## src/rtl/angle_window_rate_sensor_core_assert.svh

```systemverilog
// assertion macros used by the angle window rate sensor core
`ifndef ANGLE_WINDOW_RATE_SENSOR_CORE_ASSERT_SVH
`define ANGLE_WINDOW_RATE_SENSOR_CORE_ASSERT_SVH

`ifndef SYNTH

// same-cycle implication
`define AWRS_ASSERT_IMP(label, clk, rst_n, pre, post) \
    label: assert property (@(posedge clk) disable iff (!rst_n) (pre) |-> (post)) \
        else $error("awrs assertion failed");

// next-cycle implication
`define AWRS_ASSERT_NXT(label, clk, rst_n, pre, post) \
    label: assert property (@(posedge clk) disable iff (!rst_n) (pre) |=> (post)) \
        else $error("awrs assertion failed");

`else

`define AWRS_ASSERT_IMP(label, clk, rst_n, pre, post)

`define AWRS_ASSERT_NXT(label, clk, rst_n, pre, post)

`endif

`endif

```

## src/rtl/awrs_pkg.sv

```systemverilog
// types and constants of the angle window rate sensor
package awrs_pkg;

    localparam int ANGLE_W    = 16;
    localparam int CHANGE_W   = 23;
    localparam int VOLT_W     = 23;
    localparam int WIN_W      = 7;
    localparam int GAIN_W     = 16;
    localparam int SAMPLE_W   = 2 * ANGLE_W;
    localparam int PROD_W     = GAIN_W + 1 + CHANGE_W;
    localparam int CFG_IDX_W  = 2;
    localparam int CFG_DATA_W = 23;

    localparam int HISTORY_DEPTH_DEFAULT = 128;

    localparam logic [WIN_W-1:0]  WINDOW_LENGTH_RESET = 7'd10;
    localparam logic [GAIN_W-1:0] VOLTAGE_GAIN_RESET  = 16'd942;
    localparam logic [VOLT_W-1:0] STANDBY_OFFSET_RESET = 23'd1350000;

    localparam logic [CFG_IDX_W-1:0] REG_WINDOW_LENGTH  = 2'd0;
    localparam logic [CFG_IDX_W-1:0] REG_VOLTAGE_GAIN   = 2'd1;
    localparam logic [CFG_IDX_W-1:0] REG_STANDBY_OFFSET = 2'd2;

    typedef enum logic [2:0] {
        S_IDLE,
        S_PRIME,
        S_LOAD,
        S_ACC,
        S_VROLL,
        S_VPITCH,
        S_VDONE
    } state_t;

    // control from the sequencer to the voltage unit
    typedef struct packed {
        logic en;
        logic sel_pitch;
    } volt_ctrl_t;

endpackage

```

## src/rtl/awrs_volt.sv

```systemverilog
// shared gain multiplier with offset add and saturation
module awrs_volt import awrs_pkg::*; (
    input  logic                       clk,
    input  volt_ctrl_t                 ctrl,
    input  logic signed [CHANGE_W-1:0] roll_change,
    input  logic signed [CHANGE_W-1:0] pitch_change,
    input  logic [GAIN_W-1:0]          gain,
    input  logic [VOLT_W-1:0]          offset,
    output logic [VOLT_W-1:0]          voltage
);

    localparam int SH_W  = PROD_W - 8;
    localparam int SUM_W = SH_W + 1;

    logic signed [PROD_W-1:0]   product_reg;
    logic signed [CHANGE_W-1:0] change;
    logic signed [SH_W-1:0]     scaled;
    logic signed [SUM_W-1:0]    sum;

    assign change = ctrl.sel_pitch ? pitch_change : roll_change;

    always_ff @(posedge clk)
    begin
        if (ctrl.en)
        begin
            product_reg <= $signed({1'b0, gain}) * change;
        end
    end

    // arithmetic shift floors the q8 product
    assign scaled = product_reg[PROD_W-1:8];
    assign sum    = {scaled[SH_W-1], scaled} + SUM_W'(offset);

    always_comb
    begin
        priority if (sum[SUM_W-1])
        begin
            voltage = '0;
        end
        else if (|sum[SUM_W-2:VOLT_W])
        begin
            voltage = '1;
        end
        else
        begin
            voltage = sum[VOLT_W-1:0];
        end
    end

endmodule

```

## config.mk

```make
export PLATFORM = sky130hd
export DESIGN_NAME = awrs_volt
export DESIGN_NICKNAME = d
export VERILOG_FILES = /design/src/rtl/angle_window_rate_sensor_core_assert.svh /design/src/rtl/awrs_pkg.sv /design/src/rtl/awrs_volt.sv
export SDC_FILE = /design/constraint.sdc
export NUM_CORES = 1
export LEC_CHECK = 0
export BUFFER_PORTS_ARGS = -buffer_cell sky130_fd_sc_hd__buf_2
export CAP_MARGIN = 20
export CORE_ASPECT_RATIO = 1.4
export CORE_MARGIN = 2
export CORE_UTILIZATION = 30
export DETAILED_ROUTE_END_ITERATION = 7
export SYNTH_ARGS = -nofsm -noshare
export SYNTH_HDL_FRONTEND = slang
export SYNTH_SLANG_ARGS = --single-unit
```

## constraint.sdc

```tcl
create_clock -name clk -period 18.5 [get_ports clk]
set_input_delay 1.85 -clock clk [delete_from_list [all_inputs] [get_ports clk]]
set_output_delay 1.85 -clock clk [all_outputs]
set_load 0.005 [all_outputs]
```

==> results.md <==
* Most common cell after layout, fill and taps aside: inv_1
* Outcome: completed
* H-tree Lvls at 2
* Initial DRC Count at 487
* Total track usage at 16.13%
* Crit Path Max Fanout at 23
* Most used DFF post-synth: edfxtp_1
* Critical path arrival at 8500 ps
* CTS sink count at 32
* Largest net degree at the start of global routing at 33
* Clk root buf: clkbuf_16
* Synth Instances at 1766
* Layout area overhead at 8.420%
* Final period util at 45.88%
* EDFF count, synth at 32
* Initial antenna violation count at 0
* Vias in the first global route at 13680
* PortBufs at 110
* GRT overflow at 0
* Vias post-DR at 11770
* Minimum clock period at 8488 ps
* Largest cells by area after synthesis: fa_1 (46%), inv_1 (11%), ha_1 (9.5%), nand2_1 (6.2%), edfxtp_1 (6.1%)
* Hold buffer count at cts at 0
* Antenna diodes at 0
* Worst setup EP type: register
* Initial Util at 30.43%
* Core Area at 52150 µm²
* Drt drc at 0
* Setup TNS at 0 ps
* Mapped Area at 15870 µm²
* Ys async rst share at 0%
* DP HPWL at 34.60 mm
* Resize count post-CTS at 0
* Mapped Nets at 2336
* Die W at 198.4 µm
* Max Freq at 117.8 MHz
* Max-slew violations at 0
* Least-Margin Pin Slew at 1015 ps
* Slew margin rel. at 32.34%
* Hold crit path type: input port to register
* Num CTS Buffers at 5
* # Post-CTS Setup Buffers at 0
* Antenna viol nets, final at 0
* Site Rows at 99
* CTS tree: done
* Die area at 54790 µm²
* Setup violators final at 0
* Post-synth top area share at 45.66%
* Critical Path RT at 18510 ps
* I/O pin total at 111
* Library cells used by synthesis at 59
* Seq/Total Area, Yosys at 6.054%
* Ys Warns at 0
* Fill count at 5432
* Final Net Count at 2388
* Max reg flops at 32
* Kind of critical path: input port to register
* Vert. Die Dim at 276.2 µm
* FF+latch count, synth at 32
* Commonest non-fill, non-tap cells in the layout: inv_1 (449), fa_1 (362), nand2_1 (261)
* Final hold vios at 0
* Clock Path Buffers at 2
* Routed WL per cell at 16.47 µm
* Share of layout cells above drive strength 1 at 8.686%
* Routed vias/inst at 4.658
* Synthesized area per cell at 8.987 µm²
* Leading area contributor after synthesis: fa_1
* Total wire length at 41.62 mm
* Unrepaired setup endpoints after global routing: false
* Worst-path clk slew at 50 ps
* First-pass GRT wire length at 68.95 mm
* GP Congestion at 0.8575
* Number of max-cap violations at 0
* 1st-pass router iterations at 7
* Crit start category: input port
==> stage by stage <==
step           cells  cell area [µm²]  worst slack [ps]  hold WS [ps]  utilization (%)
2_1_floorplan   1766            15870             10270          1963                -
3_3_place_gp    2518            17040              9889          2521            32.68
3_5_place_dp    2518            17040              9778          2517            32.68
4_1_cts         2526            17210             10060          2227            33.00
5_1_grt         2526            17210              9641          2246            33.00
6_report        2526            17210             10010          2202            33.00
==> logic make-up (layout without fill, tap and decap cells) <==
logic type,after synthesis,after routing,share of synthesized area [%]
compound gates,159,159,6.717
simple gates,495,495,14.82
mux,25,25,1.758
fa+ha+maj,482,482,55.12
xor+xnor,59,59,3.256
buf+inv,514,567,12.27
flops,32,32,6.054
==> worst paths after layout <==
check	from	slack (ps)	to	depth (start not counted)
worst max-delay path	ctrl[0]	10010	product_reg[39]	21
worst min-delay path	ctrl[1]	2200	product_reg[13]	1
==> layer usage <==
| metal | vias up | global-route usage [%] | wire length, µm |
|---|---|---|---|
| met2 | 236 | 34.01 | 24910 |
| li1 | 5357 | - | - |
| met3 | 88 | 1.366 | 1203 |
| met4 | 0 | 6.748 | 1872 |
| met1 | 6085 | 15.25 | 13640 |
| met5 | - | 0 | 0 |
==> area by class of cell <==
type / count / area (µm²) / area share (%)
Tap cell: 707 / 884.6 / 5.141
Clock inverter: 2 / 35.03 / 0.2036
Inverter: 449 / 1685 / 9.794
Sequential cell: 32 / 960.9 / 5.584
Clock buffer: 6 / 128.9 / 0.7489
Timing Repair Buffer: 110 / 550.5 / 3.199
Multi-Input combinational cell: 1220 / 12960 / 75.33
==> critical path, stage by stage <==
cell and delay (ps):
buf_2 420, mux2_2 480, nand2_1 200, fa_1 650, inv_1 130, fa_1 870, fa_1 540, fa_1 500
fa_1 490, inv_1 50, fa_1 480, inv_1 40, ha_1 330, a21oi_1 200, o211ai_1 140, nand2b_1 160
a31oi_1 230, o21ai_2 110, and4_4 210, a2111oi_4 320, xnor2_1 100
==> Yosys cell counts, types with 4 or more instances <==
| cell | number |
|---|---|
| inv_1 | 449 |
| fa_1 | 362 |
| nand2_1 | 261 |
| and2_1 | 135 |
| ha_1 | 120 |
| a21oi_1 | 69 |
| clkbuf_1 | 59 |
| nor2_1 | 36 |
| edfxtp_1 | 32 |
| xnor2_1 | 32 |
| xor2_1 | 27 |
| mux2_2 | 23 |
| o21ai_0 | 16 |
| a21o_1 | 13 |
| nand3_1 | 13 |
| o21a_1 | 11 |
| or3_1 | 11 |
| nand4_1 | 7 |
| nor2b_1 | 6 |
| o21ai_1 | 6 |
| a211oi_1 | 5 |
| a31oi_1 | 5 |
| and3_1 | 5 |
| nand2b_1 | 5 |
| o21bai_1 | 5 |
| nor3_1 | 4 |
Power is not shown: default switching activity piles up to over one toggle a cycle in this logic, so the estimate is an artifact.
