**src/rtl/angle_window_rate_sensor_core_assert.svh**
```systemverilog
// assertion macros used by the angle window rate sensor core
`ifndef ANGLE_WINDOW_RATE_SENSOR_CORE_ASSERT_SVH
`define ANGLE_WINDOW_RATE_SENSOR_CORE_ASSERT_SVH

`ifndef SYNTH

// same-cycle implication
`define AWRS_ASSERT_IMP(label, clk, rst_n, pre, post) \
    label: assert property (@(posedge clk) disable iff (!rst_n) (pre) |-> (post)) \
        else $error("awrs assertion failed");

// next-cycle implication
`define AWRS_ASSERT_NXT(label, clk, rst_n, pre, post) \
    label: assert property (@(posedge clk) disable iff (!rst_n) (pre) |=> (post)) \
        else $error("awrs assertion failed");

`else

`define AWRS_ASSERT_IMP(label, clk, rst_n, pre, post)

`define AWRS_ASSERT_NXT(label, clk, rst_n, pre, post)

`endif

`endif

```
**src/rtl/awrs_pkg.sv**
```systemverilog
// types and constants of the angle window rate sensor
package awrs_pkg;

    localparam int ANGLE_W    = 16;
    localparam int CHANGE_W   = 23;
    localparam int VOLT_W     = 23;
    localparam int WIN_W      = 7;
    localparam int GAIN_W     = 16;
    localparam int SAMPLE_W   = 2 * ANGLE_W;
    localparam int PROD_W     = GAIN_W + 1 + CHANGE_W;
    localparam int CFG_IDX_W  = 2;
    localparam int CFG_DATA_W = 23;

    localparam int HISTORY_DEPTH_DEFAULT = 128;

    localparam logic [WIN_W-1:0]  WINDOW_LENGTH_RESET = 7'd10;
    localparam logic [GAIN_W-1:0] VOLTAGE_GAIN_RESET  = 16'd942;
    localparam logic [VOLT_W-1:0] STANDBY_OFFSET_RESET = 23'd1350000;

    localparam logic [CFG_IDX_W-1:0] REG_WINDOW_LENGTH  = 2'd0;
    localparam logic [CFG_IDX_W-1:0] REG_VOLTAGE_GAIN   = 2'd1;
    localparam logic [CFG_IDX_W-1:0] REG_STANDBY_OFFSET = 2'd2;

    typedef enum logic [2:0] {
        S_IDLE,
        S_PRIME,
        S_LOAD,
        S_ACC,
        S_VROLL,
        S_VPITCH,
        S_VDONE
    } state_t;

    // control from the sequencer to the voltage unit
    typedef struct packed {
        logic en;
        logic sel_pitch;
    } volt_ctrl_t;

endpackage

```
**src/rtl/awrs_hist.sv**
```systemverilog
// ring history memory of roll and pitch samples with fill tracking
module awrs_hist import awrs_pkg::*; #(
    parameter int HISTORY_DEPTH = HISTORY_DEPTH_DEFAULT
) (
    input  logic                             clk,
    input  logic                             rst_n,
    input  logic                             wr_en,
    input  logic [SAMPLE_W-1:0]              wr_data,
    output logic [$clog2(HISTORY_DEPTH)-1:0] wr_ptr,
    input  logic [$clog2(HISTORY_DEPTH)-1:0] rd_addr,
    output logic [SAMPLE_W-1:0]              rd_data
);

    localparam int AW = $clog2(HISTORY_DEPTH);
    localparam int FW = $clog2(HISTORY_DEPTH + 1);

    logic [SAMPLE_W-1:0] mem [HISTORY_DEPTH];
    logic [SAMPLE_W-1:0] rd_data_reg;
    logic                rd_valid_reg;
    logic [AW-1:0]       wr_ptr_reg;
    logic [FW-1:0]       fill_reg;

    always_ff @(posedge clk)
    begin
        if (wr_en)
        begin
            mem[wr_ptr_reg] <= wr_data;
        end
        rd_data_reg <= mem[rd_addr];
    end

    // entries are written in ring order, so the fill count tells which were ever written
    always_ff @(posedge clk or negedge rst_n)
    begin
        if (!rst_n)
        begin
            wr_ptr_reg   <= '0;
            fill_reg     <= '0;
            rd_valid_reg <= 1'b0;
        end
        else
        begin
            rd_valid_reg <= (FW'(rd_addr) < fill_reg);
            if (wr_en)
            begin
                wr_ptr_reg <= (wr_ptr_reg == AW'(HISTORY_DEPTH - 1)) ? '0 : wr_ptr_reg + 1'b1;
                if (fill_reg < FW'(HISTORY_DEPTH))
                begin
                    fill_reg <= fill_reg + 1'b1;
                end
            end
        end
    end

    assign wr_ptr  = wr_ptr_reg;
    assign rd_data = rd_valid_reg ? rd_data_reg : '0;

endmodule

```
**config.mk**
```make
export PLATFORM = sky130hd
export DESIGN_NAME = awrs_hist
export DESIGN_NICKNAME = d
export VERILOG_FILES = /design/src/rtl/angle_window_rate_sensor_core_assert.svh /design/src/rtl/awrs_pkg.sv /design/src/rtl/awrs_hist.sv
export SDC_FILE = /design/constraint.sdc
export NUM_CORES = 2
export LEC_CHECK = 0
export BUFFER_PORTS_ARGS = -buffer_cell sky130_fd_sc_hd__buf_2
export CAP_MARGIN = 20
export CORE_UTILIZATION = 60
export DETAILED_ROUTE_END_ITERATION = 12
export PLACE_DENSITY = 0.76
export SLEW_MARGIN = 20
export SYNTH_ARGS = -nofsm -noshare
export SYNTH_HDL_FRONTEND = slang
export SYNTH_SLANG_ARGS = --single-unit
```
**constraint.sdc**
```tcl
create_clock -name clk -period 7.35 [get_ports clk]
set_clock_uncertainty 0.15 [all_clocks]
set_input_delay 0 -clock clk [delete_from_list [all_inputs] [get_ports clk]]
set_output_delay 0 -clock clk [all_outputs]
set_load 0.005 [all_outputs]
```
==> flow_summary_export.csv <==
group,metric,value,unit
run_status,outcome,"finished clean",
drt,via_count,81900,
sta,fin_ws,3050,ps
worst_setup_path,cp_slowest_cell,"buf_12",
sta,timing.final.crit_share,0.585,
finish,largest_register_ffs,4096,
synth,netlist.area_leader.share,0.779,
cts,cts_resized,0,
placement,place_congestion,0.873,
drt,drt_iter0_drc,13300,
finish,mostFrequentLayoutCell,"edfxtp_1",
placement,post-place-ws,3090,ps
cts,clk_pin_slew,60,ps
cts,post-cts-setup-buffer-count,0,
worst_setup_path,path_delay_family,"buffers and inverters",
finish,nNetsFinal,7902,
worst_setup_path,cp-end-kind,"flop",
placement,portBuffers,80,
hold_path,min_path_type,"input pin to flop",
worst_setup_path,cp.arrival,5030,ps
cts,insertion_delay,1000,ps
sta,hold_ws,20.4,ps
floorplan,core-area,262000,µm²
synth,synth_ff_type,"edfxtp_1",
sta,period_needed,4300,ps
drt,drt-vias-per-instance,7.01,
placement,dp_cells,10900,
finish,fin_util,0.679,
worst_setup_path,cp_max_fo,103,
synth,synth_edf_count,4096,
floorplan,start_util,0.603,
floorplan,pin_count,81,
synth,yosysWarnings,0,
global_route,grt_max_degree,127,
worst_setup_path,crit_path_max_incr_delay,630,ps
synth,synth.distinct_cells,40,
cts,clockBufferDepth,4,
sta,max_freq,233,MHz
drt,firstDrtPassIters,6,
finish,mostFrequentLayoutCells,"4,096 x edfxtp_1, 800 x mux2i_1, 672 x mux4_2, 412 x clkbuf_16, 384 x a22oi_1",
cts,clock-sinks,4144,
pwr,total_power,49.9,mW
finish,area_delta_synth_final,12.5,%
worst_setup_path,crit_path_start_kind,"input pin",
finish,stdcell_area,178000,µm²
drt,ant_nets,0,
sta,hold_viol,0,
global_route,grt_first_pass_wirelength,604000,µm
sta,worst_pin_slew,1240,ps
finish,fillers,15600,
synth,syn-cell-area,158000,µm²
synth,avgSynthCellArea,21.2,µm²
worst_setup_path,critPathKind,"input pin to flop",
synth,async_reset_ff_frac,0.00386,
synth,yosysSeqAreaShare,0.785,
placement,hpwl,233000,µm
drt,avgRoutedWirePerCell,37.1,µm
worst_setup_path,path_cells,"dlygate4sd3_1 -> buf_12 -> buf_12 -> buf_12 -> mux2i_1 -> a22oi_1 -> nand3_1 -> nand4_1 -> nand2_1 -> nand4_1 -> dlygate4sd3_1",
sta,rsz0062_at_grt,"false",
pwr,p_per_area,280,nW/µm²
synth,synth_cells,7455,
floorplan,fp.dieW,515,µm
synth,synth_top_area_cell,"edfxtp_1",
job,drv_cap,0,
global_route,grt_pass1_vias,80900,
finish,fin_cells,11700,
synth,synth.area.top_cells,"edfxtp_1 78%, mux4_2 9.6%, mux2i_1 5.1%",
drt,drc,0,
cts,htree_levels,5,
pwr,leakagePower,57.1,nW
cts,cts_root_buffer,"clkbuf_16",
finish,drive_above_1_share,0.215,
worst_setup_path,worst-path-buf-inv,5,
sta,slew_viol_final,0,
floorplan,die_area,265000,µm²
floorplan,dieHeight,515,µm
worst_setup_path,required,8080,ps
cts,cts_hold_buffers,87,
placement,dpl_cell_area,164000,µm²
global_route,grt_antenna_before_repair,46,
synth,syn-num-nets,7505,
pwr,worst_ir_drop_vdd,410,µV
cts,cts_buffers,406,
sta,slew_headroom,0.169,
cts,cts_tree,"built",
sta,setup_tns,0,ps
drt,wl,434000,µm
global_route,grtUsageTotal,0.329,
sta,finalSetupViolCount,0,
synth,ys_ff_latch,4144,
floorplan,rows,188,
global_route,grt-ovfl-total,0,
worst_setup_path,crit_path_frequent_cell,"buf_12",
[kinds of logic after synthesis]
group           after synthesis  synth area share
simple gates                668            0.0201
flops                      4144             0.785
xor+xnor                     11          0.000610
fa+ha+maj                     8          0.000634
buf+inv                     437            0.0131
compound gates              683            0.0316
mux                        1504             0.149
[layout make-up]
cell class | count | area (µm²) | area share
Sequential cell | 4144 | 124000 | 0.698
Multi-Input combinational cell | 2874 | 32900 | 0.185
Clock buffer | 507 | 10800 | 0.0605
Tap cell | 3515 | 4400 | 0.0247
Timing Repair Buffer | 415 | 3710 | 0.0209
Clock inverter | 207 | 1890 | 0.0106
Antenna cell | 18 | 45.0 | 0.000253
Inverter | 11 | 41.3 | 0.000232
[metal layers]
layer | GRT usage | wire length, µm
met1 | 0.442 | 149000
met5 | 0 | 156
met4 | 0.189 | 28400
met2 | 0.492 | 198000
met3 | 0.0848 | 58500
[path summary, 6_finish.rpt]
check                             from             end  slack [ps]  cells after the start
setup / recovery            rd_addr[2]  rd_data_reg[8]        3050                     11
min in group asynchronous        rst_n       wr_ptr[1]         320                      3
setup reg to reg             wr_ptr[0]     mem[22][20]        3060                      4
hold / removal             wr_data[24]     mem[89][24]          20                      2
max in group asynchronous        rst_n     fill_reg[2]        6170                      3
hold reg to reg            fill_reg[6]     fill_reg[6]         360                      1
[cell usage after synthesis, types with 2 or more instances]
| library cell | number |
|---|---|
| a21oi_1 | 98 |
| nand2_1 | 221 |
| o211ai_1 | 33 |
| mux2_2 | 32 |
| xor2_1 | 3 |
| buf_4 | 11 |
| mux2i_1 | 800 |
| inv_1 | 11 |
| nor2b_1 | 11 |
| clkbuf_1 | 197 |
| or2_2 | 3 |
| and3_1 | 3 |
| o21ai_0 | 6 |
| nor3b_1 | 2 |
| nand3_1 | 144 |
| a31oi_1 | 32 |
| buf_2 | 149 |
| nor3_1 | 13 |
| a22oi_1 | 384 |
| ha_1 | 8 |
| nand2b_1 | 2 |
| dfxtp_1 | 32 |
| xnor2_1 | 8 |
| edfxtp_1 | 4096 |
| buf_6 | 26 |
| mux4_2 | 672 |
| nand4_1 | 68 |
| and2_1 | 33 |
| nor2_1 | 133 |
| a22o_1 | 32 |
| buf_1 | 43 |
| dfrtp_1 | 16 |
| a221oi_1 | 96 |
| and4_1 | 31 |
[power by group]
group / switching (mW) / internal (mW)
clock: 8.58 / 11.4
sequential: 0.189 / 26.4
combinational: 2.30 / 0.957
total: 11.1 / 38.8
(Power assumes the default switching activity.)
